==> config.mk <==
export PLATFORM = sky130hd
export DESIGN_NAME = piston_stroke_pulse_measurer_top
export DESIGN_NICKNAME = d
export VERILOG_FILES = /design/src/hdl/pspm_pkg.sv /design/src/hdl/piston_stroke_pulse_measurer_top.sv
export SDC_FILE = /design/constraint.sdc
export NUM_CORES = 1
export LEC_CHECK = 0
export ABC_AREA = 1
export BUFFER_PORTS_ARGS = -buffer_cell sky130_fd_sc_hd__buf_2
export CAP_MARGIN = 20
export CORE_MARGIN = 2
export CORE_UTILIZATION = 37
export DETAILED_ROUTE_END_ITERATION = 10
export GPL_TIMING_DRIVEN = 0
export SYNTH_ARGS = -nofsm -noshare
export SYNTH_HDL_FRONTEND = slang
export SYNTH_SLANG_ARGS = --single-unit
==> constraint.sdc <==
create_clock -name clock -period 4.89 [get_ports clock]
set_clock_uncertainty 0.2 [all_clocks]
set_input_delay 0.489 -clock clock [delete_from_list [all_inputs] [get_ports clock]]
set_output_delay 0.489 -clock clock [all_outputs]
set_load 0.02 [all_outputs]
==> src/hdl/pspm_pkg.sv <==
// Shared types and constants for the piston stroke pulse measurer.
`timescale 1ns / 1ps

package pspm_pkg;

   localparam int COUNT_WIDTH    = 30;
   localparam int ID_WIDTH       = 8;
   localparam int CSR_IDX_WIDTH  = 1;
   localparam int CSR_DATA_WIDTH = 30;

   // Result queue: two words per item at most, four entries.
   localparam int QUEUE_DEPTH     = 4;
   localparam int QUEUE_PTR_WIDTH = 2;
   localparam int QUEUE_CNT_WIDTH = 3;

   localparam logic [ID_WIDTH-1:0]    DEVICE_ID_RESET   = 8'd1;
   localparam logic [COUNT_WIDTH-1:0] COUNT_LIMIT_RESET = 30'd1000000000;

   // Register indexes.
   localparam logic [CSR_IDX_WIDTH-1:0] CSR_DEVICE_ID   = 1'b0;
   localparam logic [CSR_IDX_WIDTH-1:0] CSR_COUNT_LIMIT = 1'b1;

   // Input word kinds.
   localparam logic [1:0] KIND_ENCODER = 2'd0;
   localparam logic [1:0] KIND_TICK    = 2'd1;
   localparam logic [1:0] KIND_COMMAND = 2'd2;

   // Command codes.
   localparam logic [7:0] CMD_ADVANCE = 8'd1;
   localparam logic [7:0] CMD_RETRACT = 8'd2;
   localparam logic [7:0] CMD_ZERO    = 8'd3;
   localparam logic [7:0] CMD_REPORT  = 8'd4;
   localparam logic [7:0] CMD_START   = 8'd5;
   localparam logic [7:0] CMD_STOP    = 8'd6;

   // Response kinds.
   localparam logic [1:0] RSP_STATUS = 2'd0;
   localparam logic [1:0] RSP_ACK    = 2'd1;
   localparam logic [1:0] RSP_COUNT  = 2'd2;
   localparam logic [1:0] RSP_PAIR   = 2'd3;

   typedef struct packed {
      logic [1:0]          kind;
      logic [ID_WIDTH-1:0] address;
      logic [7:0]          command_code;
   } req_word_type;

   typedef struct packed {
      logic [1:0]             response_kind;
      logic [COUNT_WIDTH-1:0] first_value;
      logic [COUNT_WIDTH-1:0] second_value;
      logic                   valve_on;
      logic                   last;
   } rsp_word_type;

endpackage

==> src/hdl/piston_stroke_pulse_measurer_top.sv <==
// Top level of the piston stroke pulse measurer: state update and result queue.
`timescale 1ns / 1ps

// Result words are written into the result queue when their input word is accepted and are
// offered on the rsp_ channel in order from the queue head. The block takes one input word per
// cycle while req_stall is low; start and stop commands give two result words, and the four-entry
// result queue holds req_stall high once it has fewer than two free entries.
// Reset (synchronous, active high) returns all piston state to its idle values, empties the
// result queue and loads device_id with 1 and count_limit with 1000000000.
module piston_stroke_pulse_measurer_top
   import pspm_pkg::*;
(
   input  logic                      clock,
   input  logic                      reset,
   input  logic                      req_valid,
   output logic                      req_stall,
   input  req_word_type              req_word,
   output logic                      rsp_valid,
   input  logic                      rsp_stall,
   output rsp_word_type              rsp_word,
   input  logic                      csr_write_enable,
   input  logic [CSR_IDX_WIDTH-1:0]  csr_index,
   input  logic [CSR_DATA_WIDTH-1:0] csr_write_data
);

   // Configuration registers.
   logic [ID_WIDTH-1:0]    device_id_ff;
   logic [COUNT_WIDTH-1:0] count_limit_ff;

   // Piston state, updated in the cycle a word is accepted.
   logic [COUNT_WIDTH-1:0] pulse_count_ff,    pulse_count_in;
   logic                   moved_flag_ff,     moved_flag_in;
   logic                   is_advanced_ff,    is_advanced_in;
   logic                   routine_enabled_ff, routine_enabled_in;
   logic                   period_done_ff,    period_done_in;
   logic [COUNT_WIDTH-1:0] advance_pulses_ff, advance_pulses_in;
   logic [COUNT_WIDTH-1:0] retract_pulses_ff, retract_pulses_in;
   logic                   valve_level_ff,    valve_level_in;

   // Result words produced by the accepted input word.
   rsp_word_type           first_res;
   rsp_word_type           second_res;
   logic                   two_res;

   // Result queue.
   rsp_word_type               queue_ff [QUEUE_DEPTH];
   logic [QUEUE_PTR_WIDTH-1:0] wr_ptr_ff, wr_ptr_in;
   logic [QUEUE_PTR_WIDTH-1:0] rd_ptr_ff, rd_ptr_in;
   logic [QUEUE_CNT_WIDTH-1:0] fill_ff,   fill_in;

   logic                   req_accept;
   logic                   rsp_accept;
   logic [COUNT_WIDTH:0]   count_plus;

   // Two free entries are needed so that any input word fits without checking its kind.
   assign req_stall  = (fill_ff > QUEUE_CNT_WIDTH'(QUEUE_DEPTH - 2));
   assign req_accept = req_valid && !req_stall;
   assign rsp_valid  = (fill_ff != '0);
   assign rsp_word   = queue_ff[rd_ptr_ff];
   assign rsp_accept = rsp_valid && !rsp_stall;

   assign count_plus = {1'b0, pulse_count_ff} + (COUNT_WIDTH+1)'(1);

   // Next state and result words for the word on req_word.
   always_comb begin
      logic [1:0]             res0_kind;
      logic [COUNT_WIDTH-1:0] res0_first;
      logic [COUNT_WIDTH-1:0] res0_second;
      logic [COUNT_WIDTH-1:0] res1_first;

      pulse_count_in     = pulse_count_ff;
      moved_flag_in      = moved_flag_ff;
      is_advanced_in     = is_advanced_ff;
      routine_enabled_in = routine_enabled_ff;
      period_done_in     = period_done_ff;
      advance_pulses_in  = advance_pulses_ff;
      retract_pulses_in  = retract_pulses_ff;
      valve_level_in     = valve_level_ff;
      res0_kind          = RSP_STATUS;
      res0_first         = '0;
      res0_second        = '0;
      res1_first         = '0;
      two_res            = 1'b0;

      case (req_word.kind)
         KIND_ENCODER: begin
            // The counter wraps to zero once it would pass the limit.
            moved_flag_in = 1'b1;
            if (count_plus > {1'b0, count_limit_ff}) begin
               pulse_count_in = '0;
            end else begin
               pulse_count_in = count_plus[COUNT_WIDTH-1:0];
            end
         end
         KIND_TICK: begin
            if (routine_enabled_ff && !period_done_ff) begin
               valve_level_in = !is_advanced_ff;
               if (moved_flag_ff) begin
                  moved_flag_in = 1'b0;
               end else if (pulse_count_ff != '0) begin
                  // A quiet tick with pulses counted ends the stroke.
                  if (is_advanced_ff) begin
                     retract_pulses_in = pulse_count_ff;
                     is_advanced_in    = 1'b0;
                     period_done_in    = 1'b1;
                  end else begin
                     advance_pulses_in = pulse_count_ff;
                     is_advanced_in    = 1'b1;
                  end
                  pulse_count_in = '0;
                  moved_flag_in  = 1'b1;
               end else begin
                  moved_flag_in = 1'b1;
               end
            end
         end
         KIND_COMMAND: begin
            if (req_word.address == device_id_ff) begin
               case (req_word.command_code)
                  CMD_ADVANCE, CMD_RETRACT: begin
                     valve_level_in = (req_word.command_code == CMD_ADVANCE);
                     is_advanced_in = (req_word.command_code == CMD_ADVANCE);
                     pulse_count_in = '0;
                     res0_kind      = RSP_ACK;
                  end
                  CMD_ZERO: begin
                     pulse_count_in = '0;
                     res0_kind      = RSP_COUNT;
                  end
                  CMD_REPORT: begin
                     res0_kind      = RSP_COUNT;
                     res0_first     = pulse_count_ff;
                     pulse_count_in = '0;
                  end
                  CMD_START, CMD_STOP: begin
                     // Both retract the piston and report the count they clear.
                     valve_level_in = 1'b0;
                     is_advanced_in = 1'b0;
                     pulse_count_in = '0;
                     if (req_word.command_code == CMD_START) begin
                        routine_enabled_in = 1'b1;
                     end else begin
                        routine_enabled_in = 1'b0;
                        period_done_in     = 1'b0;
                     end
                     res0_kind  = RSP_ACK;
                     res1_first = pulse_count_ff;
                     two_res    = 1'b1;
                  end
                  default: begin
                     // Any other code reads the stroke pair once a period is complete.
                     if (routine_enabled_ff && period_done_ff) begin
                        res0_kind      = RSP_PAIR;
                        res0_first     = advance_pulses_ff;
                        res0_second    = retract_pulses_ff;
                        period_done_in = 1'b0;
                        moved_flag_in  = 1'b1;
                     end
                  end
               endcase
            end
         end
         default: begin
            // The unused kind only returns the valve status.
         end
      endcase

      first_res.response_kind  = res0_kind;
      first_res.first_value    = res0_first;
      first_res.second_value   = res0_second;
      first_res.valve_on       = valve_level_in;
      first_res.last           = !two_res;

      second_res.response_kind = RSP_COUNT;
      second_res.first_value   = res1_first;
      second_res.second_value  = '0;
      second_res.valve_on      = valve_level_in;
      second_res.last          = 1'b1;
   end

   // Queue pointers and fill level.
   always_comb begin
      logic [QUEUE_CNT_WIDTH-1:0] push_cnt;

      push_cnt  = '0;
      wr_ptr_in = wr_ptr_ff;
      rd_ptr_in = rd_ptr_ff;
      if (req_accept) begin
         push_cnt  = two_res ? QUEUE_CNT_WIDTH'(2) : QUEUE_CNT_WIDTH'(1);
         wr_ptr_in = wr_ptr_ff + push_cnt[QUEUE_PTR_WIDTH-1:0];
      end
      if (rsp_accept) begin
         rd_ptr_in = rd_ptr_ff + QUEUE_PTR_WIDTH'(1);
      end
      fill_in = fill_ff + push_cnt - QUEUE_CNT_WIDTH'(rsp_accept);
   end

   always_ff @(posedge clock) begin
      if (reset) begin
         device_id_ff       <= DEVICE_ID_RESET;
         count_limit_ff     <= COUNT_LIMIT_RESET;
         pulse_count_ff     <= '0;
         moved_flag_ff      <= 1'b1;
         is_advanced_ff     <= 1'b0;
         routine_enabled_ff <= 1'b0;
         period_done_ff     <= 1'b0;
         advance_pulses_ff  <= '0;
         retract_pulses_ff  <= '0;
         valve_level_ff     <= 1'b0;
         wr_ptr_ff          <= '0;
         rd_ptr_ff          <= '0;
         fill_ff            <= '0;
      end else begin
         if (csr_write_enable) begin
            case (csr_index)
               CSR_DEVICE_ID:   device_id_ff   <= csr_write_data[ID_WIDTH-1:0];
               CSR_COUNT_LIMIT: count_limit_ff <= csr_write_data[COUNT_WIDTH-1:0];
               default: begin
               end
            endcase
         end
         if (req_accept) begin
            pulse_count_ff     <= pulse_count_in;
            moved_flag_ff      <= moved_flag_in;
            is_advanced_ff     <= is_advanced_in;
            routine_enabled_ff <= routine_enabled_in;
            period_done_ff     <= period_done_in;
            advance_pulses_ff  <= advance_pulses_in;
            retract_pulses_ff  <= retract_pulses_in;
            valve_level_ff     <= valve_level_in;
         end
         wr_ptr_ff <= wr_ptr_in;
         rd_ptr_ff <= rd_ptr_in;
         fill_ff   <= fill_in;
      end
   end

   // Queue storage; the second word of a start or stop goes into the next entry.
   always_ff @(posedge clock) begin
      if (req_accept) begin
         queue_ff[wr_ptr_ff] <= first_res;
         if (two_res) begin
            queue_ff[wr_ptr_ff + QUEUE_PTR_WIDTH'(1)] <= second_res;
         end
      end
   end

endmodule
== After elaboration in Yosys (flattened, before gate mapping) ==
Memories as Yosys holds them, arrays and structs flattened. A register that Yosys moved wholly into a read port is not among the register bits.
Cells that the tools add are included.
W data, S select, Z words.

* Reductions and logical operators: 30
* Muxes and demuxes: 61
* Magnitude comparators: 2
* Bitwise logic cells: 3
* Eq/ne operators: 21
* Add/sub/neg operators: 6

{| class="wikitable"
|+ Operators with widths
! operator !! count
|-
| $mux W30 || 16
|-
| $pmux W30 S3 || 1
|-
| $pmux W30 S2 || 1
|-
| $add A30 B1 Y31 const B || 1
|-
| $gt A31 B30 Y1 || 1
|-
| $reduce_bool A30 Y1 || 1
|-
| $mux W1 || 28
|-
| $eq A8 B3 Y1 const B || 3
|-
| $ne A2 B2 Y1 const B || 9
|-
| $reduce_and A6 Y1 || 3
|-
| $eq A8 B2 Y1 const B || 2
|-
| $mux W2 || 7
|-
| $reduce_and A7 Y1 || 2
|-
| $pmux W1 S2 || 6
|-
| $reduce_and A10 Y1 || 1
|-
| $ne A3 B3 Y1 const B || 3
|-
| $eq A8 B1 Y1 const B || 1
|-
| $eq A8 B8 Y1 || 1
|-
| $reduce_or A4 Y1 || 2
|-
| $reduce_bool A3 Y1 || 2
|-
| $reduce_or A2 Y1 || 3
|-
| $reduce_or A6 Y1 || 1
|-
| $logic_not A1 Y1 || 5
|-
| $reduce_or A5 Y1 || 1
|-
| 15 further kinds || 22
|}

* RAM bits: 256
* Word-level logic and storage cells: 137
* Memories: 1
* Input bits: 54
* Bits in registers: 140

{| class="wikitable"
|+ Memory list
! memory !! words !! width !! rd ports !! clocked after Yosys merged registers in !! wr ports !! RTL line !! source
|-
| queue_ff || 4 || 64 || 1 || 1 || 2 || piston_stroke_pulse_measurer_top.sv:46 || <nowiki>rsp_word_type queue_ff [QUEUE_DEPTH];</nowiki>
|}

== Longest topological paths before layout ==
Gate-level depths: netlist of run 1.

* Depth after elaboration: 9
* Gate-level depth with buffers: 22
* Depth with buffers taken out: 21

== Worst setup path after synthesis of run 1 ==
Ideal clock, no wire load.

* Path kind: register to register
* Start point: register pulse_count_ff[2]
* End point: register pulse_count_ff[13]
* Setup time: 0.070 ns
* Setup slack: 2.050 ns
* Cell stages (with the launch flop): 20
* Arrival time: 2.570 ns
* Buffers on the path: 1
* Clock period less this slack: 2.840 ns
* Path through: dfxtp_1 nand2_1 nor2_4 inv_2 nor2_4 nand3_1 nor2_1 nand2_1 xor2_1 inv_1 ha_1 nand2_1 nor2_1 nand2_1 nor4_1 nand3_1 nand2_2 buf_6 nand2_1 a21oi_1

* Word-level cells in the longest chain between the ends: 4
* Elaborated cells between the ends (all ways): 7
* Classes of those cells: 1 x add/sub; 1 x order compare; 1 x eq/ne; 2 x mux; 2 x reduce/logical

{| class="wikitable"
|+ RTL lines
! what !! RTL line !! source
|-
| start: declaration || piston_stroke_pulse_measurer_top.sv:31 || <nowiki>logic [COUNT_WIDTH-1:0] pulse_count_ff, pulse_count_in;</nowiki>
|-
| start signal: assignment || piston_stroke_pulse_measurer_top.sv:223 || <nowiki>pulse_count_ff <= pulse_count_in;</nowiki>
|-
| $add A30 B1 Y31 || piston_stroke_pulse_measurer_top.sv:62 || <nowiki>assign count_plus = {1'b0, pulse_count_ff} + (COUNT_WIDTH+1)'(1);</nowiki>
|-
| $gt A31 B30 Y1 || piston_stroke_pulse_measurer_top.sv:89 || <nowiki>if (count_plus > {1'b0, count_limit_ff}) begin</nowiki>
|-
| $mux W30 || piston_stroke_pulse_measurer_top.sv:89 ||
|-
| $pmux W30 S3 || piston_stroke_pulse_measurer_top.sv:85 || <nowiki>case (req_word.kind)</nowiki>
|}

Several ways; a longest one is shown, not always the timed one.
A chain may end at the register's enable or synchronous reset.

==> summary.md, run 1 <==
| Metric | Value |
|---|---|
| Basic-gate share of the synthesized area counting and, or, nand and nor cells | 19.59% |
| Drt total wl | around 64000 µm |
| Number of flops mapped to enable cells by yosys | 124 |
| Maximum VDD drop | between 200 and 300 µV |
| Final number of hold-violating endpoints | 0 |
| Cell types with the largest area share after synthesis | sky130_fd_sc_hd__dfxtp_1 29%, sky130_fd_sc_hd__edfxtp_1 20%, sky130_fd_sc_hd__o21ai_0 8.7% |
| Clock tree buffer depth | 3 |
| Vias in the first global route | between 15000 and 20000 |
| Mapped Nets | between 2000 and 2500 |
| Area fraction in compound gates after synthesis | around 20% |
| Post-synthesis adder-cell area fraction | under 10% |
| Least-Margin Pin Slew | ~1.1 ns |
| Cell Area, Synth | around 19000 µm² |
| Top fanout value on the critical path | 10 |
| Fraction of final layout cells sized beyond drive strength 1 | approximately 11% |
| Number of placement rows | between 80 and 90 |
| Routability congestion estimate from global placement | between 0.9 and 1 |
| Worst Setup Start Kind | flop |
| Overall power after layout | about 9.2 mW |
| Initial Utilization | 37.36% |
| Number of antenna violations at the first check in global routing | 0 |
| Cell depth of the worst flop-to-flop path | 17 |
| Wire length of the first global-routing pass | roughly 100000 µm |
| Number of vias in the routed layout | between 15000 and 20000 |
| Top achievable clock speed | 0.2583 GHz |
| Multiplexer fraction of the synthesized cell area | 0% |
| Mean area per synthesized cell | a little under 8 µm² |
| Remaining number of nets flagged by the antenna check after routing | 0 |
| Cell type contributing the most total cell area after synthesis | sky130_fd_sc_hd__dfxtp_1 |
| Total routing usage reported by global routing | a little under a quarter |
| Clock tree root driver cell | sky130_fd_sc_hd__clkbuf_16 |
| Part of the total power dissipated in the clock network | 37.8% |
| Crit end category | output pin |
| Fraction of the cycle the final worst path needs | between 70% and 80% |
| Per-cell routed wire length | between 15 and 20 µm |
| Starting DRT DRC Count | roughly 2100 |
| Final-report setup violation count | 0 |
| Total power density per cell area | about 420 nW/µm² |
| Critical Setup Path Class | flop to output pin |
| Largest family of logic cells by synthesized area | compound AO/OA/AOI/OAI gates |
| Maxcap violations | 0 |
| Total of flip-flops plus latches after synthesis | between 300 and 400 |
| Share of async-settable or async-resettable flops after synthesis | 0% |
| CTS tree | done |
| Internal cell power | slightly above 6 mW |
| Top Ports | 120 |
| Count of input and output buffers | around 120 |
| Crit Reg-Reg Endpoint | pulse_count_ff[25]$_SDFFE_PP0P_ |
| Worst EP arrival | 3.18 ns |
| P&R area growth vs syn | 17.32% |
| Most common library cell in the layout ignoring fill and taps | sky130_fd_sc_hd__nand2_1 |
| Register-to-register path setup slack | roughly 1.1 ns |
| Layout Cells excl Fill | 3255 |
| CORE AREA | ~50000 µm² |
| Setup TNS | 0 ns |
| End of the worst hold path | count_limit_ff[18]$_SDFFE_PP0P_ |
| Router iterations before antenna repair | 6 |
| Combinational fraction of design power | 22.5% |
| Mapped Cells | roughly 2400 |
| Drt via density | around 5.5 |
| Floorplan die area | 52370 µm² |
| Number of cells traversed by the worst hold path | 3 |
| Area share of the leading cell type in the synthesized netlist | about 30% |
| Dpl cells | around 3100 |
| Share of the synthesized netlist area taken by xor and xnor gates | 1.077% |
| Worst R2R Start | pulse_count_ff[0]$_SDFFE_PP0P_ |
| Portion of the post-synthesis area used by sequential elements | about 49% |
| Pin count of the biggest net entering global routing | 35 |
| Flop pwr share | between 30% and 40% |
| Final slew viol count | 0 |
| Number of warnings issued by yosys | 0 |
| Clock buffers created by TritonCTS | between 40 and 50 |
| Lkg Pwr | between 8 and 9 nW |
| HPWL after detailed placement | ~46000 µm |
| Clock edge transition at the registers on the reported setup and hold paths | roughly 0.06 ns |
| H-Tree Level Count | 2 |
| Setup repair after global routing missed its margin | no |
| Most used DFF post-synth | sky130_fd_sc_hd__dfxtp_1 |
| Clock insertion delay at the later pin of the skew report | around 0.6 ns |
| HP Class | primary input to flop |
| Antenna Cells | 0 |
| Post-route cell area | about 22000 µm² |
| Number of distinct standard cells referenced by the synthesized netlist | 42 |
| Placed Instance Area | roughly 20000 µm² |
| Data required time of the critical path | 4.20 ns |
| Die width | 228.8 µm |
| Final worst path period need | 3.871 ns |
| Switch Pwr | between 2 and 3 mW |
| Switch share | between 30% and 40% |
| Die height | roughly 230 µm |
| Normalized max-slew margin | a little over a quarter |
| DRC violation count after routing | 0 |
| Grt total ovfl | 0 |
| Most used cells in the layout excluding fill and tap cells | 418 x sky130_fd_sc_hd__nand2_1, 326 x sky130_fd_sc_hd__o21ai_0, 274 x sky130_fd_sc_hd__dfxtp_1, 266 x sky130_fd_sc_hd__nor2_1, 185 x sky130_fd_sc_hd__o22ai_1 |
| Number of sinks on the clock net | 398 |
| HP Start | csr_write_data[18] |
| # nets final | roughly 2600 |
| Result of the run | completed |
-- critical path, cell delays in order (launching register included) --
cell                       delay (ns)
sky130_fd_sc_hd__dfxtp_1         0.37
sky130_fd_sc_hd__clkbuf_1        0.31
sky130_fd_sc_hd__inv_1           0.14
sky130_fd_sc_hd__clkbuf_1        0.50
sky130_fd_sc_hd__clkbuf_1        0.54
sky130_fd_sc_hd__nor2_1          0.08
sky130_fd_sc_hd__o22ai_1         0.39
sky130_fd_sc_hd__buf_2           0.25
-- worst max path at each step --
stage	startpoint	endpoint	slack, ns	cells after the start
2_1_floorplan	pulse_count_ff[2]$_SDFFE_PP0P_	pulse_count_ff[13]$_SDFFE_PP0P_	2.05	19
3_3_place_gp	req_word[16]	queue_ff[2][10]$_SDFFE_PP0P_	0.81	13
3_5_place_dp	pulse_count_ff[0]$_SDFFE_PP0P_	pulse_count_ff[29]$_SDFFE_PP0P_	1.16	17
4_1_cts	flop	rsp_word[62]	1.02	7
5_1_grt	pulse_count_ff[0]$_SDFFE_PP0P_	pulse_count_ff[17]$_SDFFE_PP0P_	0.77	17
6_report	flop	rsp_word[36]	1.02	7
-- per-stage QoR --
stage	hold WS, ns	util, %	setup slack, ns
4_1_cts	0.004327	43.83	1.018
3_3_place_gp	0.2328	40.22	0.8053
5_1_grt	0.03824	43.83	0.7665
6_report	0.02367	43.83	1.019
3_5_place_dp	0.2394	40.28	1.157
2_1_floorplan	0.2231	-	2.050
-- area by class of cell --
| type | count | area (µm²) |
|---|---|---|
| fillers | 5110 | 28120 |
| flip-flops and latches | 398 | 9209 |
| multi-input cells | 1634 | 8185 |
| clock buffers | 63 | 1265 |
| repair buffers | 146 | 888.4 |
| well taps | 672 | 840.8 |
| plain buffers | 163 | 705.7 |
| inverters | 162 | 608.1 |
| clock inverters | 17 | 242.7 |
-- sequential cells by signal (all words and copies together) (netlist names), 3 cells and up, named ones only --
| name | cells |
|---|---|
| advance_pulses_ff | 30 |
| pulse_count_ff | 30 |
| device_id_ff | 8 |
| queue_ff | 256 |
| fill_ff | 3 |
| count_limit_ff | 30 |
| retract_pulses_ff | 30 |
-- synthesized netlist by cell type, drive strengths merged, types with 13 or more instances --
master  count
nand2     433
o21ai     358
nor2      279
dfxtp     274
o22ai     185
inv       159
a21oi     138
edfxtp    124
nand3     122
clkbuf    117
buf        46
ha         39
xor2       14
o211ai     13
-- power by group through the flow --
stage	clock network [mW]	logic (mW)	registers [mW]
after global routing	3.64	2.23	3.66
after global placement	0	2.01	3.71
final	3.46	2.06	3.65
after CTS	3.51	2.06	3.64
after detailed placement	0	2.04	3.71
after floorplan	0	1.26	3.69
-- per-layer routing --
layer / GRT usage [%] / vias to the layer above / share of wire (%)
met5: 0 / - / 0
met4: 7.975 / 0 / 2.9
met2: 39.10 / 789 / 46
met1: 32.33 / 8396 / 43
li1: - / 8467 / -
met3: 4.067 / 124 / 8.2
-- cell families (layout without fill, tap and decap cells) --
logic type,count (synthesis),in the layout
xor gates and xnor gates,23,23
buffers and inverters,325,551
DFF,398,398
adders and majority gates,40,40
and+or+nand+nor,868,868
AOI/OAI and AO/OA,703,703
-- what timing repair did --
action | CTS | global route
hold buffers | 27 | 0
resized for setup | 0 | 0
endpoints found under the hold margin | 31 | 0
setup buffers | 0 | 0
Note: power is estimated with default switching activity, not from simulation.
==> run 2, diff against run 1 <==
- clock period: 4.89 -> 4.04 ns (I/O delays scaled with it)
==> run 2 against run 1 <==
Net effect: routed wire length barely moved; hold slack improved by 0.024 ns; highest routed layer unchanged; sequential share of layout area fell by 0.14 points; sequential power rose by 21%; global-route usage barely moved; critical endpoint is now pulse_count_ff[25]$_SDFFE_PP0P_; worst setup slack got worse by 0.77 ns.
==> summary.md, run 2 (same netlist as run 1, synthesis figures left out) <==
| Metric | Value |
|---|---|
| Result of the run | completed |
| Top metal layer carrying routed signals | met4 |
| Most common library cell in the layout ignoring fill and taps | sky130_fd_sc_hd__nand2_1 |
| Register-to-register path setup slack | 0.25 ns (-0.84 ns) |
| Total power density per cell area | 504.3 nW/µm² (+21%) |
| Termination of the worst setup path | pulse_count_ff[25]$_SDFFE_PP0P_ |
| Data required time of the critical path | 4.34 ns (+0.14 ns) |
| HPWL after detailed placement | 46420 µm (unchanged) |
| Setup repair after global routing missed its margin | no |
| Setup TNS | 0 ns (unchanged) |
| Worst Setup Start Kind | flop |
| Worst EP arrival | 4.09 ns (+0.91 ns) |
| Length of routed met3 wiring | 5080 µm (-2.6%) |
| Final number of hold-violating endpoints | 0 (unchanged) |
| CORE AREA | 50070 µm² (unchanged) |
| Part of the total power dissipated in the clock network | 37.8% (about the same) |
| Fraction of the cycle the final worst path needs | a little over nine tenths |
| HP Start | req_valid |
| Normalized max-slew margin | 30.15% (+4.1 points) |
| HP Class | primary input to flop |
| Crit end category | flop |
| Wire length on met2 | 29400 µm (-0.81%) |
| Top fanout value on the critical path | 10 (unchanged) |
| DRC violation count after routing | 0 (unchanged) |
| Buffer count from post-CTS setup fixing | 0 (unchanged) |
| M1 WL | 27520 µm (+1.3%) |
| Flop pwr share | 39.7% (about the same) |
| Internal cell power | 7.479 mW (+21%) |
| Maximum VDD drop | 323.6 µV (+22%) |
| Number of sinks on the clock net | 398 (unchanged) |
| Remaining number of nets flagged by the antenna check after routing | 0 (unchanged) |
| Starting DRT DRC Count | 1958 (-7.8%) |
| Overall power after layout | 11.10 mW (+21%) |
| Maxcap violations | 0 (unchanged) |
| Final worst-path setup slack | 0.2494 ns (-0.7697 ns) |
| Crit Reg-Reg Endpoint | pulse_count_ff[25]$_SDFFE_PP0P_ |
| Top achievable clock speed | 0.2638 GHz |
| Wire length of the first global-routing pass | 98330 µm (+0.13%) |
| P&R area growth vs syn | 17.71% |
| Drt via density | 5.441 (-0.37%) |
| Die width | 228.8 µm (unchanged) |
| Worst R2R Start | pulse_count_ff[0]$_SDFFE_PP0P_ |
| Clock tree root driver cell | sky130_fd_sc_hd__clkbuf_16 |
| Combinational fraction of design power | 22.5% (about the same) |
| Drt total wl | 63840 µm (about the same) |
| CTS tree | done |
| Lkg Pwr | 8.145 nW (+0.30%) |
| Pin count of the biggest net entering global routing | 35 (unchanged) |
| Count of input and output buffers | 118 (unchanged) |
| # nets final | 2651 (+0.26%) |
| H-Tree Level Count | 2 (unchanged) |
| Critical Setup Path Class | flop to flop |
| Number of vias in the routed layout | 17750 (-0.16%) |
| Routability congestion estimate from global placement | 0.9385 (unchanged) |
| Critical path origin | pulse_count_ff[0]$_SDFFE_PP0P_ |
| Clock insertion delay at the later pin of the skew report | 0.60 ns (about the same) |
| Clock buffers created by TritonCTS | 45 (unchanged) |
| Number of antenna violations at the first check in global routing | 0 (unchanged) |
| Clock tree buffer depth | 3 (unchanged) |
| Grt total ovfl | 0 (unchanged) |
| Number of placement rows | 82 (unchanged) |
| Total routing usage reported by global routing | 24.02% (about the same) |
| Switch Pwr | 3.623 mW (+21%) |
| Antenna Cells | 0 (unchanged) |
| Fraction of final layout cells sized beyond drive strength 1 | 11.20% (about the same) |
| Top Ports | 120 (unchanged) |
| Die height | 228.8 µm (unchanged) |
| Floorplan die area | 52370 µm² (unchanged) |
| Switch share | 32.64% (about the same) |
| Final slew viol count | 0 (unchanged) |
| Flip-flop count of the largest register, all copies and words added | 256 (unchanged) |
| Setup Slack @ Placement | 0.3065 ns (-0.8500 ns) |
| Per-cell routed wire length | 19.57 µm (-0.26%) |
| Reg with most FFs | queue_ff |
| Least-Margin Pin Slew | 1.044 ns (-0.05320 ns) |
| Initial Utilization | 37.36% (unchanged) |
| Router iterations before antenna repair | 6 (unchanged) |
| Final worst path period need | 3.791 ns |
| Vias in the first global route | 17000 (+0.065%) |
| Final-report setup violation count | 0 (unchanged) |
| Clock edge transition at the registers on the reported setup and hold paths | 0.06 ns (about the same) |
| Most used cells in the layout excluding fill and tap cells | 418 x sky130_fd_sc_hd__nand2_1, 326 x sky130_fd_sc_hd__o21ai_0, 274 x sky130_fd_sc_hd__dfxtp_1, 265 x sky130_fd_sc_hd__nor2_1, 185 x sky130_fd_sc_hd__o22ai_1 |
| Cell depth of the worst flop-to-flop path | 19 (+2) |
==> run 2: changes by cell type in the layout (fill, tap and decap cells not counted) <==
cell and change:
sky130_fd_sc_hd__nor2_2 +1, sky130_fd_sc_hd__dlygate4sd3_1 +7, sky130_fd_sc_hd__nor2_1 -1
==> run 2: cell type report <==
cell class	instances	area, µm²
Sequential cell	398	9209
Clock inverter	17	242.7
Fill cell	5100	28050
Inverter	162	608.1
Multi-Input combinational cell	1634	8188
Clock buffer	63	1265
Timing Repair Buffer	153	958.4
Buffer	163	705.7
Tap cell	672	840.8
==> run 2: metal layers <==
layer,vias up,global-route usage [%]
li1,8477,-
met1,8407,32.39
met2,743,39.11
met3,121,4.054
met4,0,7.975
met5,-,0
==> run 2: what timing repair did <==
action                                 CTS  global route
hold buffers                            34             0
resized for setup                        0             1
setup endpoints to repair                0            30
endpoints found under the hold margin   40             0
==> run 2: power by group through the flow <==
stage               combinational [mW]  clock (mW)  sequential [mW]
global placement                  2.43           0             4.49
CTS                               2.49        4.25             4.41
finish                            2.50        4.19             4.41
detailed placement                2.46           0             4.50
floorplan                         1.52           0             4.47
global route                      2.70        4.40             4.43
==> run 2: worst min path at each step <==
stage                                         to  slack (ns)  cells past startpoint
floorplan           queue_ff[1][10]$_SDFFE_PP0P_        0.22                      2
detailed placement   queue_ff[2][4]$_SDFFE_PP0P_        0.24                      2
finish                 wr_ptr_ff[0]$_SDFFE_PP0P_        0.05                      5
global placement     queue_ff[2][4]$_SDFFE_PP0P_        0.23                      2
global route           wr_ptr_ff[0]$_SDFFE_PP0P_        0.06                      5
CTS                    wr_ptr_ff[0]$_SDFFE_PP0P_        0.03                      5
==> run 2: stage by stage <==
| stage | hold WS (ns) | cell area (µm²) | util, % | instances |
|---|---|---|---|---|
| CTS | 0.02551 | 22010 | 43.97 | 3262 |
| global route | 0.06183 | 22020 | 43.97 | 3262 |
| floorplan | 0.2231 | 18710 | - | 2357 |
| finish | 0.04747 | 22020 | 43.97 | 3262 |
| detailed placement | 0.2394 | 20170 | 40.28 | 3148 |
| global placement | 0.2328 | 20140 | 40.22 | 3147 |
==> run 2: critical path, stage by stage (launching register included) <==
cell and delay, ns:
sky130_fd_sc_hd__dfxtp_1 0.49, sky130_fd_sc_hd__inv_2 0.18, sky130_fd_sc_hd__nor2_4 0.26, sky130_fd_sc_hd__inv_2 0.11, sky130_fd_sc_hd__nor2_4 0.14, sky130_fd_sc_hd__nand3_1 0.18
sky130_fd_sc_hd__nor2_1 0.13, sky130_fd_sc_hd__nand2_1 0.09, sky130_fd_sc_hd__xor2_1 0.24, sky130_fd_sc_hd__inv_1 0.08, sky130_fd_sc_hd__ha_1 0.28, sky130_fd_sc_hd__nand2_1 0.06
sky130_fd_sc_hd__nor2_1 0.14, sky130_fd_sc_hd__nand2_1 0.07, sky130_fd_sc_hd__nor4_1 0.39, sky130_fd_sc_hd__nand3_1 0.14, sky130_fd_sc_hd__nand2_2 0.14, sky130_fd_sc_hd__buf_6 0.15
sky130_fd_sc_hd__nand2_1 0.06, sky130_fd_sc_hd__a21oi_1 0.15
==> run 3, diff against run 2 <==
- ABC_AREA: 1 -> default
==> run 3 against run 2 <==
Net effect: synthesized cell count is 24% lower; highest routed layer is now met5; non-clock buffer count is 10 higher; sequential power fell by 1%.
==> summary.md, run 3 <==
| Metric | Value |
|---|---|
| Result of the run | completed |
| P&R area growth vs syn | 19.15% |
| Portion of the post-synthesis area used by sequential elements | 50.28% (+1.0 points) |
| Number of flops mapped to enable cells by yosys | 124 (unchanged) |
| Reg with most FFs | queue_ff |
| Mapped Nets | 1884 (-23%) |
| HP Start | rsp_stall |
| Mapped Cells | 1790 (-24%) |
| Placed Instance Area | 19760 µm² (-2.0%) |
| Top Ports | 120 (unchanged) |
| Data required time of the critical path | 4.30 ns (-0.04 ns) |
| Clock edge transition at the registers on the reported setup and hold paths | 0.06 ns (about the same) |
| Fill cell count | 4641 (-9.0%) |
| Slowest-stage cell, CP | sky130_fd_sc_hd__nor4_4 |
| Most used cells in the layout excluding fill and tap cells | 321 x sky130_fd_sc_hd__nand2_1, 269 x sky130_fd_sc_hd__dfxtp_1, 148 x sky130_fd_sc_hd__buf_2, 146 x sky130_fd_sc_hd__a22o_1, 125 x sky130_fd_sc_hd__clkbuf_1 |
| Worst path bufs/invs | 3 (-1) |
| Most common library cell in the layout ignoring fill and taps | sky130_fd_sc_hd__nand2_1 |
| Cell breakdown of the critical path | buf_6, nand2_2, nor4_4, nand2_2, nor2_4, and3_4, xor2_2, ha_1, and4_1, nand2_1, nor4_4, o41ai_1, a21boi_1, buf_4, nor2_4, buf_4, mux2_2 |
| Router iterations before antenna repair | 5 (-1) |
| Die height | 226.5 µm (-1.0%) |
| Number of placement rows | 81 (-1.2%) |
| M1 WL | 24190 µm (-12%) |
| Flip-flop count of the largest register, all copies and words added | 256 (unchanged) |
| End of the worst hold path | rd_ptr_ff[0]$_SDFFE_PP0P_ |
| Top fanout value on the critical path | 10 (unchanged) |
| Number of vias in the routed layout | 15020 (-15%) |
| Critical Setup Path Class | flop to flop |
| Post-route cell area | 21820 µm² (-0.88%) |
| Drt total wl | 57170 µm (-10%) |
| Switch Pwr | 2.883 mW (-20%) |
| Cell type contributing the most total cell area after synthesis | sky130_fd_sc_hd__dfxtp_1 |
| Total of flip-flops plus latches after synthesis | 398 (unchanged) |
| Worst R2R Start | pulse_count_ff[0]$_SDFFE_PP0P_ |
| CORE AREA | 48950 µm² (-2.2%) |
| Top metal layer carrying routed signals | met5 |
| Leading cell types by count after synthesis | 328 x sky130_fd_sc_hd__nand2_1, 274 x sky130_fd_sc_hd__dfxtp_1, 146 x sky130_fd_sc_hd__a22o_1 |
| Grt total ovfl | 0 (unchanged) |
| HPWL after detailed placement | 40470 µm (-13%) |
| Layout Cells excl Fill | 2701 (-17%) |
| Remaining number of nets flagged by the antenna check after routing | 0 (unchanged) |
| Number of antenna violations at the first check in global routing | 5 (+5) |
| Number of sinks on the clock net | 398 (unchanged) |
| Top achievable clock speed | 0.2535 GHz (-3.9%) |
| Final slew viol count | 0 (unchanged) |
| Lkg Pwr | 8.191 nW (+0.56%) |
| Final number of hold-violating endpoints | 0 (unchanged) |
| Total routing usage reported by global routing | 22.24% (-1.8 points) |
| CTS tree | done |
| HP Class | primary input to flop |
| Initial Utilization | 37.42% (+0.058 points) |
| Number of warnings issued by yosys | 0 (unchanged) |
| Per-cell routed wire length | 21.17 µm (+8.2%) |
| Number of distinct standard cells referenced by the synthesized netlist | 63 (+50%) |
| Clock tree buffer depth | 3 (unchanged) |
| Register-to-register path setup slack | 0.1 ns (-0.15 ns) |
| Overall power after layout | 10.20 mW (-8.2%) |
| Final-report setup violation count | 0 (unchanged) |
| Clock buffers created by TritonCTS | 45 (unchanged) |
| Cell types with the largest area share after synthesis | sky130_fd_sc_hd__dfxtp_1 30%, sky130_fd_sc_hd__edfxtp_1 20%, sky130_fd_sc_hd__mux4_2 7.9% |
| Dominant cell by count in the synthesized netlist | sky130_fd_sc_hd__nand2_1 |
| Maxcap violations | 0 (unchanged) |
| Internal cell power | 7.313 mW (-2.2%) |
| Least-Margin Pin Slew | 1.068 ns (+0.02387 ns) |
| Cell depth of the worst flop-to-flop path | 17 (-2) |
| Mean area per synthesized cell | 10.23 µm² (+29%) |
| Wire length of the first global-routing pass | 87080 µm (-11%) |
| Wire length on met2 | 26830 µm (-8.7%) |
| Length of routed met3 wiring | 4221 µm (-17%) |
| Floorplan die area | 51300 µm² (-2.0%) |
| Most used DFF post-synth | sky130_fd_sc_hd__dfxtp_1 |
| Category of cells accounting for the largest share of critical-path delay | simple AND/OR/NAND/NOR gates |
| Share of async-settable or async-resettable flops after synthesis | 0% (unchanged) |
| Worst Setup Start Kind | flop |
| H-Tree Level Count | 2 (unchanged) |
| Total power density per cell area | 467.1 nW/µm² (-7.4%) |
| Dpl cells | 2572 (-18%) |
| Final cell utilization of the core | 44.59% (+0.61 points) |
| Pin count of the biggest net entering global routing | 32 (-8.6%) |
| Setup TNS | 0 ns (unchanged) |
| Number of cells traversed by the worst hold path | 4 (-1) |
| Die width | 226.5 µm (-1.0%) |
| Vias in the first global route | 15000 (-12%) |
| Drt via density | 5.560 (+2.2%) |
| Normalized max-slew margin | 28.26% (-1.9 points) |
| Crit Reg-Reg Endpoint | pulse_count_ff[0]$_SDFFE_PP0P_ |
| Routability congestion estimate from global placement | 0.9014 (-4.0%) |
| Worst EP arrival | 4.21 ns (+0.12 ns) |
| Final worst path period need | 3.944 ns (+0.1538 ns) |
| Count of input and output buffers | 117 (-0.85%) |
| Area share of the leading cell type in the synthesized netlist | 29.95% (+0.62 points) |
| Combinational fraction of design power | 17.3% (-5.2 points) |
| Fraction of final layout cells sized beyond drive strength 1 | 17.44% (+6.2 points) |
| DRC violation count after routing | 0 (unchanged) |
| Starting DRT DRC Count | 1316 (-33%) |
| Clock tree root driver cell | sky130_fd_sc_hd__clkbuf_16 |
| Flop pwr share | 42.7% (+3.0 points) |
| Clock insertion delay at the later pin of the skew report | 0.58 ns (-0.02 ns) |
| Cell Area, Synth | 18320 µm² (-2.1%) |
| Maximum VDD drop | 262.5 µV (-19%) |
| Crit end category | flop |
| Part of the total power dissipated in the clock network | 40.0% (+2.2 points) |
| Switch share | 28.27% (-4.4 points) |
| # nets final | 2093 (-21%) |
| Fraction of the cycle the final worst path needs | 97.63% (+3.8 points) |
| Worst stage delay on the critical path | 0.41 ns (-0.08 ns) |
[run 3: cell types whose count changed after synthesis, sizes merged, moves of 32 or more]
cell / previous run / this run
a22o: 0 / 146
inv: 159 / 46
o22ai: 185 / 124
nand2: 433 / 330
nor2: 279 / 98
o21ai: 358 / 33
a21oi: 138 / 81
mux4: 0 / 64
nand3: 122 / 21
mux2i: 0 / 32
[run 3: worst max-delay path by stage]
stage / startpoint / end / slack, ns / cells past startpoint
global placement: pulse_count_ff[0]$_SDFFE_PP0P_ / pulse_count_ff[2]$_SDFFE_PP0P_ / -0.68 / 17
finish: pulse_count_ff[0]$_SDFFE_PP0P_ / pulse_count_ff[0]$_SDFFE_PP0P_ / 0.1 / 17
CTS: pulse_count_ff[0]$_SDFFE_PP0P_ / pulse_count_ff[26]$_SDFFE_PP0P_ / 0.0005 / 16
global route: pulse_count_ff[0]$_SDFFE_PP0P_ / pulse_count_ff[0]$_SDFFE_PP0P_ / -0.03 / 17
detailed placement: pulse_count_ff[0]$_SDFFE_PP0P_ / pulse_count_ff[26]$_SDFFE_PP0P_ / -0.70 / 17
floorplan: pulse_count_ff[0]$_SDFFE_PP0P_ / pulse_count_ff[24]$_SDFFE_PP0P_ / 0.39 / 17
[run 3: worst min-delay path: cells and delay by family]
family	cells	cell delay (ns)
AND/OR/NAND/NOR	2	0.16
buffers and inverters	1	0.12
XOR/XNOR	1	0.15
[run 3: routing by layer]
layer  vias up  track usage (%)
met5         -                0
met4         8            8.065
met3       109            4.782
met2       583            36.15
met1      7333            29.21
li1       6985                -
[run 3: stage by stage]
| step | worst slack, ns | hold slack, ns |
|---|---|---|
| after floorplan | 0.3851 | 0.2360 |
| after global placement | -0.6848 | 0.2417 |
| after detailed placement | -0.6970 | 0.2475 |
| after CTS | 0.0005072 | 0.06874 |
| after global routing | -0.03448 | 0.1055 |
| final | 0.09559 | 0.09094 |
[run 3: kinds of logic (layout without fill, tap and decap cells)]
group           Yosys count  count (layout)  share of synthesized area (%)
buf+inv                 210             455                          4.611
other cells               0               2                              0
mux                      98              98                          9.741
xor+xnor                 42              42                          2.008
simple gates            563             563                          13.92
fa+ha+maj                40              40                          2.773
compound gates          439             439                          16.67
flops                   398             398                          50.28
[run 3: power by group through the flow]
stage / Sequential, mW / Clock, mW / Combinational [mW]
after floorplan: 4.42 / 0 / 1.16
after global placement: 4.43 / 0 / 1.74
after detailed placement: 4.44 / 0 / 1.76
after CTS: 4.35 / 4.13 / 1.79
after global routing: 4.37 / 4.27 / 1.89
final: 4.35 / 4.08 / 1.76
[run 3: cell type report]
cell class              instances  area, µm²  share of cell area, %
multi-input cells            1182       8433                  38.64
flip-flops and latches        398       9215                  42.22
clock buffers                  63       1309                  5.997
repair buffers                162       1011                  4.632
clock inverters                20      153.9                 0.7052
plain buffers                 164      691.9                  3.170
well taps                     664      830.8                  3.807
diodes                          2      5.005                0.02293
inverters                      46      175.2                 0.8026
[run 3: what timing repair did]
action                                  in CTS  in global routing
endpoints found under the setup margin      30                 30
pin swaps                                    5                  9
hold buffers                                30                  0
buffers inserted                             7                  7
endpoints found under the hold margin       38                  0
resized for setup                           25                 20
